<file path="config.mk">
export PLATFORM = sky130hd
export DESIGN_NAME = iset_leaf_ram
export DESIGN_NICKNAME = d
export VERILOG_FILES = /design/src/rtl/core/iset_leaf_ram.sv
export SDC_FILE = /design/constraint.sdc
export NUM_CORES = 2
export LEC_CHECK = 0
export BUFFER_PORTS_ARGS = -buffer_cell sky130_fd_sc_hd__buf_4
export CORE_MARGIN = 2
export CORE_UTILIZATION = 57
export CTS_CLUSTER_SIZE = 14
export DETAILED_ROUTE_END_ITERATION = 16
export HOLD_SLACK_MARGIN = 0.12
export PLACE_DENSITY = 0.76
export SLEW_MARGIN = 20
export SYNTH_ARGS = -nofsm -noshare
export SYNTH_HDL_FRONTEND = slang
export SYNTH_SLANG_ARGS = --single-unit
</file>
<file path="constraint.sdc">
create_clock -name clk -period 6.8 [get_ports clk]
set_clock_uncertainty 0.05 [all_clocks]
set_input_delay 1.36 -clock clk [delete_from_list [all_inputs] [get_ports clk]]
set_output_delay 1.36 -clock clk [all_outputs]
set_load 0.02 [all_outputs]
</file>
<file path="src/rtl/core/iset_leaf_ram.sv">
// Simple dual-port leaf word memory with a registered read port.
module iset_leaf_ram #(
    parameter int DEPTH = 64,
    parameter int WIDTH = 64,
    localparam int AW = (DEPTH > 1) ? $clog2(DEPTH) : 1
) (
    input  logic             clk,
    input  logic             wr_en,
    input  logic [AW-1:0]    wr_addr,
    input  logic [WIDTH-1:0] wr_data,
    input  logic             rd_en,
    input  logic [AW-1:0]    rd_addr,
    output logic [WIDTH-1:0] rd_data
);

    logic [WIDTH-1:0] mem [DEPTH];
    logic [WIDTH-1:0] rd_data_reg;

    always_ff @(posedge clk)
    begin
        if (wr_en)
        begin
            mem[wr_addr] <= wr_data;
        end
    end

    always_ff @(posedge clk)
    begin
        if (rd_en)
        begin
            rd_data_reg <= mem[rd_addr];
        end
    end

    assign rd_data = rd_data_reg;

endmodule

</file>
**Yosys cells after proc, flatten, opt, wreduce, memory -nomap -nowiden**

Memories as Yosys holds them, arrays and structs flattened. A register that Yosys moved wholly into a read port is not among the register bits.
Index checks and enable logic that the tools add are counted.
Widths: inputs -> output; s select.

- Memory bits (writable): 4096
- Bits in latches: 0
- Register bits: 0
- Memory bits (read-only): 0
- Logic and storage cells: 3
- Output and inout port bits: 64
- Bits of input ports: 79
- Memories kept: 1

- Shift operators: 0
- Div/mod/pow operators: 0
- Multiply operators: 0
- Bitwise operators: 0
- Equal/unequal tests: 0
- Magnitude comparators: 0
- Reduce and logical (&&, ||, !) cells: 0
- Mux-type cells: 2
- Add/subtract/negate cells: 0

Memory list:

| memory | depth | bits a word | rd ports | clocked after Yosys merged registers in | write ports | line | source |
|---|---|---|---|---|---|---|---|
| mem | 64 | 64 | 1 | 1 | 1 | 16 | `logic [WIDTH-1:0] mem [DEPTH];` |

Operators with widths:

| cell | number |
|---|---|
| $mux 1 | 2 |

**Longest topological paths before layout**

- Depth in word-level cells: 2
- Mapped depth: 9
- Gate-level depth less buffers: 5

**Worst setup path after synthesis**

Ideal clock, no wire load.

- Path type: input -> register
- Start point: input wr_addr[3]
- End point: memory mem[48][0], enable pin
- Data arrival time: 6.232 ns
- Buffers on the path: 1
- Setup slack: -0.046 ns
- Library setup time: 0.564 ns
- Stages: 4
- Required time: 6.186 ns
- Cells stage by stage: clkbuf_1 > nor2b_1 > nand4b_1 > nor3_1

RTL lines:

| item | line | source |
|---|---|---|
| from (decl) | 9 | `input logic [AW-1:0] wr_addr,` |
| to (decl) | 16 |  |

Straight into the memory's write port.

==> summary.txt <==
Logic synthesis
  • Cells after Synth: 6598
  • Syn Nets: 6677
  • Syn_area_per_cell: 23.8 µm²
  • FF+latch count, synth: 4160
  • Post-synthesis compound-gate area fraction: roughly 2.5%
  • Post-Synth XOR/XNOR Area: 0%
  • Sequential area share after synthesis: 79.6%
  • Simple-Gate Fraction of Synth Area: 1.23%
  • Fraction of registers with async set/reset: 0%
  • Ys Warns: 0
  • Main flop type after synthesis: edfxtp_1
  • Mapped cell area: 0.157 mm²
  • Post-synth EDFFs: 4160
  • Post-synth cell types: 32
  • Mux cell area share after synthesis: 15.6%
  • Adder-cell share of the synthesized area: 0%
  • Main combinational cell family by area after synthesis: multiplexers

Detailed routing
  • Post-detailed-route count of antenna-violating nets: 0
  • Starting DRT DRC Count: between 10000 and 15000
  • Metal-1 WL: ~140000 µm
  • Detailed-route DRC error count: 0
  • Top sig layer: met5
  • First-pass DRT Iterations: 7
  • Drt via density: between 7 and 8
  • Avg WL per Cell: 39.6 µm
  • Total length of routed wires: around 430000 µm
  • Met2 wire len: around 210000 µm
  • Routed wl met3: just under 60000 µm
  • Vias: 78300

Critical path
  • Critical Path RT: approximately 7500 ps
  • Critical Path Fanout Max: 97
  • Slowest CP cell: buf_4
  • Crit start category: input pin
  • Crit path largest cell delay: 820 ps
  • Crit-path cells: buf_8 > buf_12 > nor2_4 > buf_4 > a22oi_1 > and3_1 > a211oi_1
  • Critical Path AT: 4540 ps
  • Setup CP Type: in -> reg
  • Buf+Inv Stages, Crit Path: 3
  • Delay-heaviest family, CP: buffers and inverters
  • Element type at the critical path end: flop

Timing
  • Final number of setup-violating endpoints: 0
  • FMAX: between 0.2 and 0.3 GHz
  • Fin. Hold Viols: 0
  • Setup TNS: 0 ps
  • RSZ-0062 raised after global routing: no
  • Period minus WS final: 3850 ps
  • Period utilization: 56.6%
  • Slew headroom: between 10% and 20%
  • Fin. max-slew vios: 0
  • Worst slew pin tran: 1280 ps

Place
  • GP Congestion: 0.816
  • HPWL after DPL: about 220000 µm
  • Port buffer count: 142

Die
  • Die H: between 500 and 600 µm
  • Chip Width: 529 µm
  • Core area: 0.274 mm²
  • Io pins: 143
  • Initial Util: a little under three fifths
  • Die area: 0.280 mm²
  • Row cnt: ~190

Cells and area
  • Max reg flops: 4096
  • NumNets Final: between 7000 and 8000
  • Area added between synthesis and finish: 12.1%
  • Fin util: 64.3%
  • Share of cells above drive strength 1: ~28%
  • Fill cell count: ~17000

Clocking
  • Clock sinks: 4160
  • Clock buffer depth: 4
  • Worst-path clk slew: ~60 ps
  • H-tree lvl count: 5
  • CTS buffer count: 394
  • CTS tree: built
  • Resized Gates After CTS: 0
  • Setup Buffers After CTS: 0
  • Clock Latency Late Sink: between 900 and 1000 ps
  • Root Driver: clkbuf_16
  • Hold Buf Count CTS: 0

Pwr
  • Leakage: between 50 and 60 nW
  • Psw: 0.0110 W
  • Net Sw Frac: approximately a fifth
  • Internal Power: 0.0410 W
  • Pwr/cell area: 296 mW/mm²
  • Combinational fraction of design power: 4.7%
  • Sequential Power Share: 54.9%
  • Peak VDD IR: 0.000263 V
  • Clock power share: 40.4%

Outcome
  • Status: finished clean

Flow run
  • Max-cap viol count: 0

Global routing
  • Global Route Usage Sum: 30.9%
  • Vias in the first global route: 78800
  • Largest net degree at the start of global routing: 119
  • Initial antenna violation count: 19
  • First-pass GRT wire length: around 600000 µm
  • Total congestion overflow: 0

Hold path
  • Worst Hold Class: reg -> reg
## stage by stage
step	power [W]	instance area, µm²	setup WS [ps]	instances	hold WS, ps
after global placement	0.0314	164000	2230	10200	842
after CTS	0.0521	176000	3050	10900	864
after detailed placement	0.0315	164000	2220	10200	854
after floorplan	0.0304	157000	1360	6598	815
after global routing	0.0532	176000	2920	10900	911
final	0.0520	176000	2950	10900	858
## area by class of cell
cell class / count / area [µm²] / area share [%]
flip-flops and latches: 4160 / 125000 / 71.0
multi-input cells: 2049 / 30800 / 17.5
clock buffers: 489 / 10400 / 5.89
well taps: 3589 / 4490 / 2.55
repair buffers: 364 / 3570 / 2.03
clock inverters: 224 / 1770 / 1.00
inverters: 19 / 71.3 / 0.0405
diodes: 19 / 47.5 / 0.0270
## kinds of logic after synthesis
group,count (synthesis)
AOI/OAI and AO/OA,504
buffers and inverters,389
DFF,4160
muxes,1159
and+or+nand+nor,386
## cells in the mapped netlist, types with 29 or more instances
| cell | number | share of area, % |
|---|---|---|
| a22oi_1 | 168 | 0.80 |
| a211oi_1 | 63 | 0.30 |
| nor2_1 | 112 | 0.27 |
| nand2_1 | 58 | 0.14 |
| clkbuf_1 | 140 | 0.33 |
| or3_1 | 29 | 0.12 |
| mux2i_1 | 135 | 0.86 |
| nand3_1 | 45 | 0.14 |
| o22ai_1 | 83 | 0.33 |
| buf_2 | 170 | 0.54 |
| a22o_1 | 88 | 0.49 |
| edfxtp_1 | 4160 | 80 |
| o221ai_1 | 38 | 0.21 |
| and3_1 | 64 | 0.26 |
| mux4_2 | 1024 | 15 |
| buf_4 | 34 | 0.16 |
## layer usage
metal / up-vias / global-route usage, %
li1: 29300 / -
met1: 41100 / 41.7
met2: 6686 / 48.2
met3: 1196 / 7.53
met4: 12 / 14.5
met5: - / 0
## placed cells by master (no fill, tap or decap), drive strengths merged
cell type,instances
and3,64
edfxtp,4160
or3b,1
clkbuf,489
mux4,1024
a2bb2oi,19
nand2,58
or3,29
and2,3
o22ai,83
nand3b,2
inv,31
a31o,1
o221ai,38
nand4,2
nand4b,1
a22oi,168
nor3,2
clkinvlp,7
diode,19
a211oi,63
nor2b,28
mux2i,135
buf,364
or2,28
clkinv,182
nand2b,11
a22o,88
bufinv,23
a41oi,26
nand3,45
a31oi,18
nor2,112
## path summary, 6_finish.rpt
| kind | from | slack, ps | end | cells after the start |
|---|---|---|---|---|
| max reg2reg | mem[34][19] | 4550 | rd_data[19] | 4 |
| min reg2reg | mem[60][44] | 860 | rd_data[44] | 4 |
| max | rd_addr[2] | 2950 | rd_data[58] | 7 |
| min | mem[60][44] | 860 | rd_data[44] | 4 |
## worst reg2reg max path, cell delays in order (launching register included)
cell and delay, ps:
edfxtp_1 410, mux4_2 450, or3_1 320, a41oi_1 590
a211oi_1 90
## power groups by stage
stage	combinational [W]	clock [W]	sequential, W
3_5_place_dp	0.00240	0	0.0291
5_1_grt	0.00256	0.0221	0.0286
4_1_cts	0.00243	0.0211	0.0286
2_1_floorplan	0.00132	0	0.0291
6_report	0.00245	0.0210	0.0286
3_3_place_gp	0.00234	0	0.0291
No activity file was read; power rests on OpenSTA's default activity.
